## config.mk

```make
export PLATFORM = sky130hd
export DESIGN_NAME = cce_basis
export DESIGN_NICKNAME = d
export VERILOG_FILES = /design/src/sv/cce_pkg.sv /design/src/sv/cce_basis.sv
export SDC_FILE = /design/constraint.sdc
export NUM_CORES = 2
export LEC_CHECK = 0
export BUFFER_PORTS_ARGS = -buffer_cell sky130_fd_sc_hd__clkbuf_2
export CAP_MARGIN = 10
export CORE_MARGIN = 2
export CORE_UTILIZATION = 67
export CTS_CLUSTER_SIZE = 30
export DETAILED_ROUTE_END_ITERATION = 12
export PLACE_DENSITY = 0.85
export SLEW_MARGIN = 20
export SYNTH_ARGS = -nofsm -noshare
export SYNTH_HDL_FRONTEND = slang
export SYNTH_SLANG_ARGS = --single-unit
```

## constraint.sdc

```tcl
create_clock -name clock -period 8.26 [get_ports clock]
set_input_delay 1.239 -clock clock [delete_from_list [all_inputs] [get_ports clock]]
set_output_delay 1.239 -clock clock [all_outputs]
set_load 0.02 [all_outputs]
```

## src/sv/cce_pkg.sv

```systemverilog
`timescale 1ns / 1ps
`default_nettype none

package cce_pkg;

   // fixed-point formats
   localparam int COORD_WIDTH     = 16;
   localparam int PARAM_FRAC_BITS = 16;
   localparam int T_WIDTH         = PARAM_FRAC_BITS + 1;
   localparam int T_PROD_WIDTH    = 2 * T_WIDTH;
   localparam int WGT_WIDTH       = T_WIDTH + 3;
   localparam int PROD_WIDTH      = COORD_WIDTH + WGT_WIDTH;
   localparam int SUM_WIDTH       = PROD_WIDTH + 2;
   localparam int POINT_WIDTH     = 3 * COORD_WIDTH;
   localparam int NUM_WEIGHTS     = 4;
   localparam int NUM_AXES        = 3;

   // register file
   localparam int CSR_DATA_WIDTH  = 64;
   localparam int CSR_ADDR_WIDTH  = 6;
   localparam int CSR_IDX_LSB     = 3;
   localparam int CSR_IDX_WIDTH   = CSR_ADDR_WIDTH - CSR_IDX_LSB;

   // pipeline depth from accept to result register
   localparam int NUM_STAGES      = 7;
   localparam int BASIS_STAGES    = 4;

   localparam logic [T_WIDTH-1:0]      ONE_T  = T_WIDTH'(1) << PARAM_FRAC_BITS;
   localparam logic [T_PROD_WIDTH-1:0] HALF_T = T_PROD_WIDTH'(1) << (PARAM_FRAC_BITS - 1);

   typedef logic signed [WGT_WIDTH-1:0] weight_type;

   typedef enum logic [CSR_IDX_WIDTH-1:0] {
      REG_CURVE_MODE = 3'd0,
      REG_POINT_A    = 3'd1,
      REG_POINT_B    = 3'd2,
      REG_POINT_C    = 3'd3,
      REG_POINT_D    = 3'd4
   } cce_reg_type;

   typedef struct packed {
      logic [BASIS_STAGES-1:0] stage_en;
      logic                    bezier;
   } cce_basis_ctl_type;

endpackage

`default_nettype wire

```

## src/sv/cce_basis.sv

```systemverilog
`timescale 1ns / 1ps
`default_nettype none

module cce_basis (
   input  wire logic                              clock,
   input  wire cce_pkg::cce_basis_ctl_type        ctl,
   input  wire logic [cce_pkg::T_WIDTH-1:0]       param_t,
   output cce_pkg::weight_type                    weight [cce_pkg::NUM_WEIGHTS]
);
   import cce_pkg::*;

   // round a nonnegative q.p product back to q.p
   function automatic logic [T_WIDTH-1:0] round_q(input logic [T_PROD_WIDTH-1:0] p);
      logic [T_PROD_WIDTH-1:0] s;
      s = p + HALF_T;
      return s[PARAM_FRAC_BITS +: T_WIDTH];
   endfunction

   function automatic weight_type widen(input logic [T_WIDTH-1:0] v);
      return $signed({{(WGT_WIDTH - T_WIDTH){1'b0}}, v});
   endfunction

   localparam weight_type ONE_W = $signed(WGT_WIDTH'(ONE_T));

   // stage 1: clamped parameter
   logic [T_WIDTH-1:0] t_s1_in, t_s1_ff;

   // stage 2: squares
   logic [T_WIDTH-1:0] u_s1;
   logic [T_WIDTH-1:0] t_s2_ff, u_s2_ff, sq_s2_in, sq_s2_ff, u2_s2_in, u2_s2_ff;

   // stage 3: cubic terms
   logic [T_WIDTH-1:0] t_s3_ff, sq_s3_ff;
   logic [T_WIDTH-1:0] cu_s3_in, cu_s3_ff, uc_s3_in, uc_s3_ff;
   logic [T_WIDTH-1:0] tu2_s3_in, tu2_s3_ff, squ_s3_in, squ_s3_ff;

   // stage 4: weights
   weight_type t_w, sq_w, cu_w, uc_w, tu2_w, squ_w;
   weight_type weight_in [NUM_WEIGHTS];
   weight_type weight_ff [NUM_WEIGHTS];

   always_comb begin
      t_s1_in = (param_t > ONE_T) ? ONE_T : param_t;
   end

   always_comb begin
      u_s1     = ONE_T - t_s1_ff;
      sq_s2_in = round_q(T_PROD_WIDTH'(t_s1_ff) * T_PROD_WIDTH'(t_s1_ff));
      u2_s2_in = round_q(T_PROD_WIDTH'(u_s1) * T_PROD_WIDTH'(u_s1));
   end

   always_comb begin
      cu_s3_in  = round_q(T_PROD_WIDTH'(sq_s2_ff) * T_PROD_WIDTH'(t_s2_ff));
      uc_s3_in  = round_q(T_PROD_WIDTH'(u2_s2_ff) * T_PROD_WIDTH'(u_s2_ff));
      tu2_s3_in = round_q(T_PROD_WIDTH'(t_s2_ff) * T_PROD_WIDTH'(u2_s2_ff));
      squ_s3_in = round_q(T_PROD_WIDTH'(sq_s2_ff) * T_PROD_WIDTH'(u_s2_ff));
   end

   always_comb begin
      t_w   = widen(t_s3_ff);
      sq_w  = widen(sq_s3_ff);
      cu_w  = widen(cu_s3_ff);
      uc_w  = widen(uc_s3_ff);
      tu2_w = widen(tu2_s3_ff);
      squ_w = widen(squ_s3_ff);
      if (ctl.bezier) begin
         weight_in[0] = uc_w;
         weight_in[1] = tu2_w + (tu2_w <<< 1);
         weight_in[2] = squ_w + (squ_w <<< 1);
         weight_in[3] = cu_w;
      end else begin
         weight_in[0] = (cu_w <<< 1) - (sq_w + (sq_w <<< 1)) + ONE_W;
         weight_in[1] = cu_w - (sq_w <<< 1) + t_w;
         weight_in[2] = cu_w - sq_w;
         weight_in[3] = (sq_w + (sq_w <<< 1)) - (cu_w <<< 1);
      end
   end

   always_ff @(posedge clock) begin
      if (ctl.stage_en[0]) begin
         t_s1_ff <= t_s1_in;
      end
      if (ctl.stage_en[1]) begin
         t_s2_ff  <= t_s1_ff;
         u_s2_ff  <= u_s1;
         sq_s2_ff <= sq_s2_in;
         u2_s2_ff <= u2_s2_in;
      end
      if (ctl.stage_en[2]) begin
         t_s3_ff   <= t_s2_ff;
         sq_s3_ff  <= sq_s2_ff;
         cu_s3_ff  <= cu_s3_in;
         uc_s3_ff  <= uc_s3_in;
         tu2_s3_ff <= tu2_s3_in;
         squ_s3_ff <= squ_s3_in;
      end
      if (ctl.stage_en[3]) begin
         weight_ff <= weight_in;
      end
   end

   assign weight = weight_ff;

endmodule

`default_nettype wire

```

* Word level (Yosys, flattened, before mapping)
Index checks and enable logic that the tools add are counted.
Storage, ports and cells: logic and storage cells 41, register bits after elaboration 267
Operators by class: magnitude comparators 1, add/subtract/negate cells 16, multipliers 6, mux-type cells 1
Operator list (count):
- 33-bit by 16-bit adder with 33-bit output (second input constant) | 6
- 17-bit by 17-bit multiplier with 33-bit output | 6
- 77-bit two-way mux | 1
- 17-bit by 18-bit adder with 19-bit output | 3
- 19-bit by 18-bit adder with 20-bit output | 1
- 20-bit by 18-bit adder with 20-bit output (second input constant) | 1
- 19-bit by 18-bit subtractor with 20-bit output | 1
- 19-bit by 20-bit subtractor with 20-bit output | 1
- 17-bit by 18-bit subtractor with 19-bit output | 1
- 17-bit by 17-bit subtractor with 18-bit output | 1
- 17-bit > comparator (second input constant) | 1
- 17-bit subtractor (first input constant) | 1

* Longest topological paths before layout
depth in word-level cells 4, gate-level depth with buffers 31

* Worst setup path before layout
OpenSTA, ideal clock, no wires.
kind register to register, from register t_s1_ff[0], to register u2_s2_ff[16], data pin, arrival 7.373 ns, stages on the path, launching flop included 28, library setup time 0.261 ns, setup slack 0.626 ns, cells stage by stage edfxtp_1 > inv_1 > clkbuf_1 > ha_1 > nand3_1 > xor2_1 > clkinv_1 > nor2_1 > inv_1 > fa_1 > inv_1 > fa_1 > inv_1 > fa_1 > inv_1 > fa_1 > fa_1 > fa_1 > ha_1 > a21oi_1 > o21ai_0 > or4_1 > o22ai_2 > o21ai_2 > a41oi_2 > nor3_1 > or2_1 > a311o_1
Between the ends: longest elaborated chain between the ends 3
Ends and longest elaborated chain:
- start, declared | line cce_basis.sv:26 | logic [T_WIDTH-1:0] t_s1_in, t_s1_ff;
- start signal, assigned | line cce_basis.sv:81 | t_s1_ff <= t_s1_in;
- 17-bit subtractor | line cce_basis.sv:47 | u_s1 = ONE_T - t_s1_ff;
- named net u_s1[10] | line cce_basis.sv:29 | logic [T_WIDTH-1:0] u_s1;
- 17-bit by 17-bit multiplier with 33-bit output | line cce_basis.sv:49 | u2_s2_in = round_q(T_PROD_WIDTH'(u_s1) * T_PROD_WIDTH'(u_s1));
- 33-bit by 16-bit adder with 33-bit output | line cce_basis.sv:15 | s = p + HALF_T;
- named net u2_s2_in[16] | line cce_basis.sv:30 | logic [T_WIDTH-1:0] t_s2_ff, u_s2_ff, sq_s2_in, sq_s2_ff, u2_s2_in, u2_s2_ff;
- end signal, assigned | line cce_basis.sv:87 | u2_s2_ff <= u2_s2_in;
- end, declared | line cce_basis.sv:30
The timed path passes the listed nets, and every way through them passes these cells. A chain may end at the register's enable or synchronous reset.

* Worst setup path in the final report
from register t_s1_ff[0], to register u2_s2_ff[16], data pin
Between the ends: longest elaborated chain between the ends 3
Ends and longest elaborated chain (line):
- 17-bit subtractor | cce_basis.sv:47
- 17-bit by 17-bit multiplier with 33-bit output | cce_basis.sv:49
- 33-bit by 16-bit adder with 33-bit output | cce_basis.sv:15
- named net u2_s2_in[16] | cce_basis.sv:30
The timed path passes the listed nets, and every way through them passes these cells.

==> flow_summary.yaml <==
run_status:
  run_status: "finished clean"
sta:
  timing_hold_violations_final: 0
  finalClockSkew_ns: 0.0138
  finalSetupViolCount: 0
  timing_limited_maximum_frequency_mhz: 127
  hold_ws_ns: 0.548
  finalCritPeriodShare_pct: 95.5
  final_period_minus_worst_setup_slack_ns: 7.89
  worst-slew-pin-transition_ns: 1.25
  final-max-slew-violation-count: 0
  slew_headroom_pct: 16.8
worst_setup_path:
  worst_ep_required_time_ns: 8.65
  critical_path_peak_fanout: 18
  reg2reg_setup_slack_ns: 0.37
  critPathTopFamily: "adder cells"
  crit_slowest_cell: "sky130_fd_sc_hd__xnor2_1"
  cp-end-kind: "register"
  criticalPathCategory: "register to register"
  critPathLaunchType: "register"
  worst_path_largest_cell_delay_ns: 0.79
  timing.critical_path.arrival_ns: 8.28
  critical_path.n_buffers_inverters: 5
  critical-path-top-cell-by-count: "sky130_fd_sc_hd__fa_1"
layout:
  layout.cells.most_common_list: "sky130_fd_sc_hd__inv_1 (1633), sky130_fd_sc_hd__fa_1 (1287), sky130_fd_sc_hd__nand2_1 (894)"
  fill_cells: 6990
  synthToLayoutAreaGrowth_pct: 4.68
  most_common_cell_after_layout_fill_and_taps_aside: "sky130_fd_sc_hd__inv_1"
  number_of_nets_at_the_end_of_the_flow: 9162
  multi_input_comb_area_sq_um: 51200
  utilization_pct: 70.6
  post_route_cells_drive_above_1_share_pct: 4.48
  register_area_sq_um: 7990
drt:
  drt_wl_total_um: 166000
  initialDrtViolationCount: 4105
  post_drt_via_cell_ratio: 5.82
  remaining_drc_errors: 0
  detailroute.via_count: 48536
  drt_pass1_iterations: 8
  routed_wire_length_per_instance_um: 19.9
  detail-route-antenna-nets: 0
clock_tree:
  cts_made_buffers: 31
  ctsLongestPathBuffers: 3
  h_tree_levels: 1
  clock_tree.root_cell: "sky130_fd_sc_hd__clkbuf_16"
  cts.sinks: 266
  cts_tree: "yes"
  path_clk_slew_ns: 0.06
  insertion_delay_ns: 0.64
  post_cts_buffers: 0
grt:
  number_of_antenna_violations_at_the_first_check_in_global_routing: 5
  first_pass_grt_wire_length_um: 273000
  grt_util_all_layers_pct: 33.9
  global_route.peak_usage_layer: "met2"
  grt_remaining_overflow: 0
  met3_usage_pct: 7.03
  gr-usage-met1_pct: 43.3
  grt_start_max_net_pins: 81
  met2_routing_resource_usage_after_global_routing_pct: 56.7
  grt_pass1_vias: 53834
placed_design:
  global_placer_s_final_weighted_congestion: 0.949
  dp.final_hpwl_um: 134000
  number_of_buffers_added_on_ports: 102
synthesis:
  ys_types: 78
  synth_area_sq_um: 66300
  synthCells: 7043
  yosys_register_bits: 266
  synth.avg_cell_area_sq_um: 9.42
  mappedNetlistNets: 9174
  postSynth.topFlopCell: "sky130_fd_sc_hd__edfxtp_1"
  synth.yosys.seq_area_share_pct: 12.0
  asyncSetResetFlopFracSynth_pct: 0
  yosys_warnings: 0
  number_of_enable_flip_flop_cells_after_synthesis: 266
floorplanning:
  placeableCoreArea_sq_um: 98300
  fp.dieW_um: 319
  start_util_pct: 67.5
  row_count: 115
  dieArea_sq_um: 102000
  io-pin-count: 103
  chipHeight_um: 319
hold_path:
  hold_path.class: "register to register"
flow_run:
  max-cap-violations: 0
## stage by stage
step / setup WS (ns) / instance area, sq um / setup TNS (ns) / std cells
after floorplan: 0.626 / 66300 / 0 / 7043
after global placement: 0.520 / 68300 / 0 / 8284
after detailed placement: 0.361 / 68300 / 0 / 8284
after CTS: 0.312 / 69400 / 0 / 8342
after global routing: -0.00199 / 69400 / -0.00199 / 8343
final: 0.370 / 69400 / 0 / 8344
## flip-flops by register name, summed over array words and instances, names as in the netlist
| signal | cells |
|---|---|
| t_s2_ff | 17 |
| uc_s3_ff | 17 |
| squ_s3_ff | 17 |
| t_s3_ff | 17 |
| u_s2_ff | 16 |
| weight | 80 |
| cu_s3_ff | 17 |
| tu2_s3_ff | 17 |
| sq_s3_ff | 17 |
| t_s1_ff | 17 |
| sq_s2_ff | 17 |
| u2_s2_ff | 17 |
## worst paths after layout
path | cells after the start | start | to
hold reg to reg | 0 | t_s1_ff[1] | t_s2_ff[1]
hold / removal | 0 | t_s1_ff[1] | t_s2_ff[1]
setup / recovery | 25 | t_s1_ff[0] | u2_s2_ff[16]
setup reg to reg | 25 | t_s1_ff[0] | u2_s2_ff[16]
## metal layers
metal	vias to the layer above	share of wire, %
li1	21359	-
met1	24202	38
met2	2414	47
met3	557	9.9
met4	4	4.8
met5	-	0.022
## repair_timing
item | in CTS | in global routing
gates resized for setup | 0 | 1
hold buffers | 0 | 0
endpoints found under the setup margin | 0 | 3
endpoints found under the hold margin | 0 | 0
## cell usage after synthesis (13+ instances only)
cell	number	area share (%)
sky130_fd_sc_hd__nand3_1	57	0.43
sky130_fd_sc_hd__o211ai_1	18	0.20
sky130_fd_sc_hd__o31ai_1	22	0.25
sky130_fd_sc_hd__a21o_1	59	0.67
sky130_fd_sc_hd__and3_1	16	0.15
sky130_fd_sc_hd__xnor2_1	157	2.1
sky130_fd_sc_hd__or2_2	14	0.13
sky130_fd_sc_hd__nor3_1	58	0.44
sky130_fd_sc_hd__nand4_1	18	0.17
sky130_fd_sc_hd__clkbuf_1	268	1.5
sky130_fd_sc_hd__a21oi_1	153	1.2
sky130_fd_sc_hd__edfxtp_1	266	12
sky130_fd_sc_hd__a211oi_1	28	0.32
sky130_fd_sc_hd__o21bai_1	22	0.25
sky130_fd_sc_hd__xor2_1	86	1.1
sky130_fd_sc_hd__o21ai_0	125	0.94
sky130_fd_sc_hd__or3_1	22	0.21
sky130_fd_sc_hd__nand2b_1	25	0.24
sky130_fd_sc_hd__and2_1	537	5.1
sky130_fd_sc_hd__a31oi_1	13	0.12
sky130_fd_sc_hd__ha_1	821	15
sky130_fd_sc_hd__nor2_1	238	1.3
sky130_fd_sc_hd__inv_1	1633	9.2
sky130_fd_sc_hd__o21a_1	30	0.34
sky130_fd_sc_hd__nand2_1	894	5.1
sky130_fd_sc_hd__fa_1	1287	39
sky130_fd_sc_hd__nor2b_1	46	0.43
## layout make-up
type                    count  share of cell area [%]
inverters                1645                    8.89
well taps                1287                    2.32
flip-flops and latches    266                    11.5
clock buffers              35                    1.14
multi-input cells        4864                    73.7
clock inverters            23                   0.384
diodes                      1                 0.00360
repair buffers            223                    2.07
## kinds of logic after synthesis
family / after synthesis / share of synthesized area (%)
AOI/OAI and AO/OA: 539 / 5.21
xor gates and xnor gates: 245 / 3.26
adders and majority gates: 2108 / 54.3
buffers and inverters: 1913 / 10.8
DFF: 266 / 12.0
muxes: 12 / 0.196
and+or+nand+nor: 1960 / 14.1
Power is left out: the tool's default activity adds up to more than one toggle a clock period on the data nets, which glitch-free logic cannot reach.
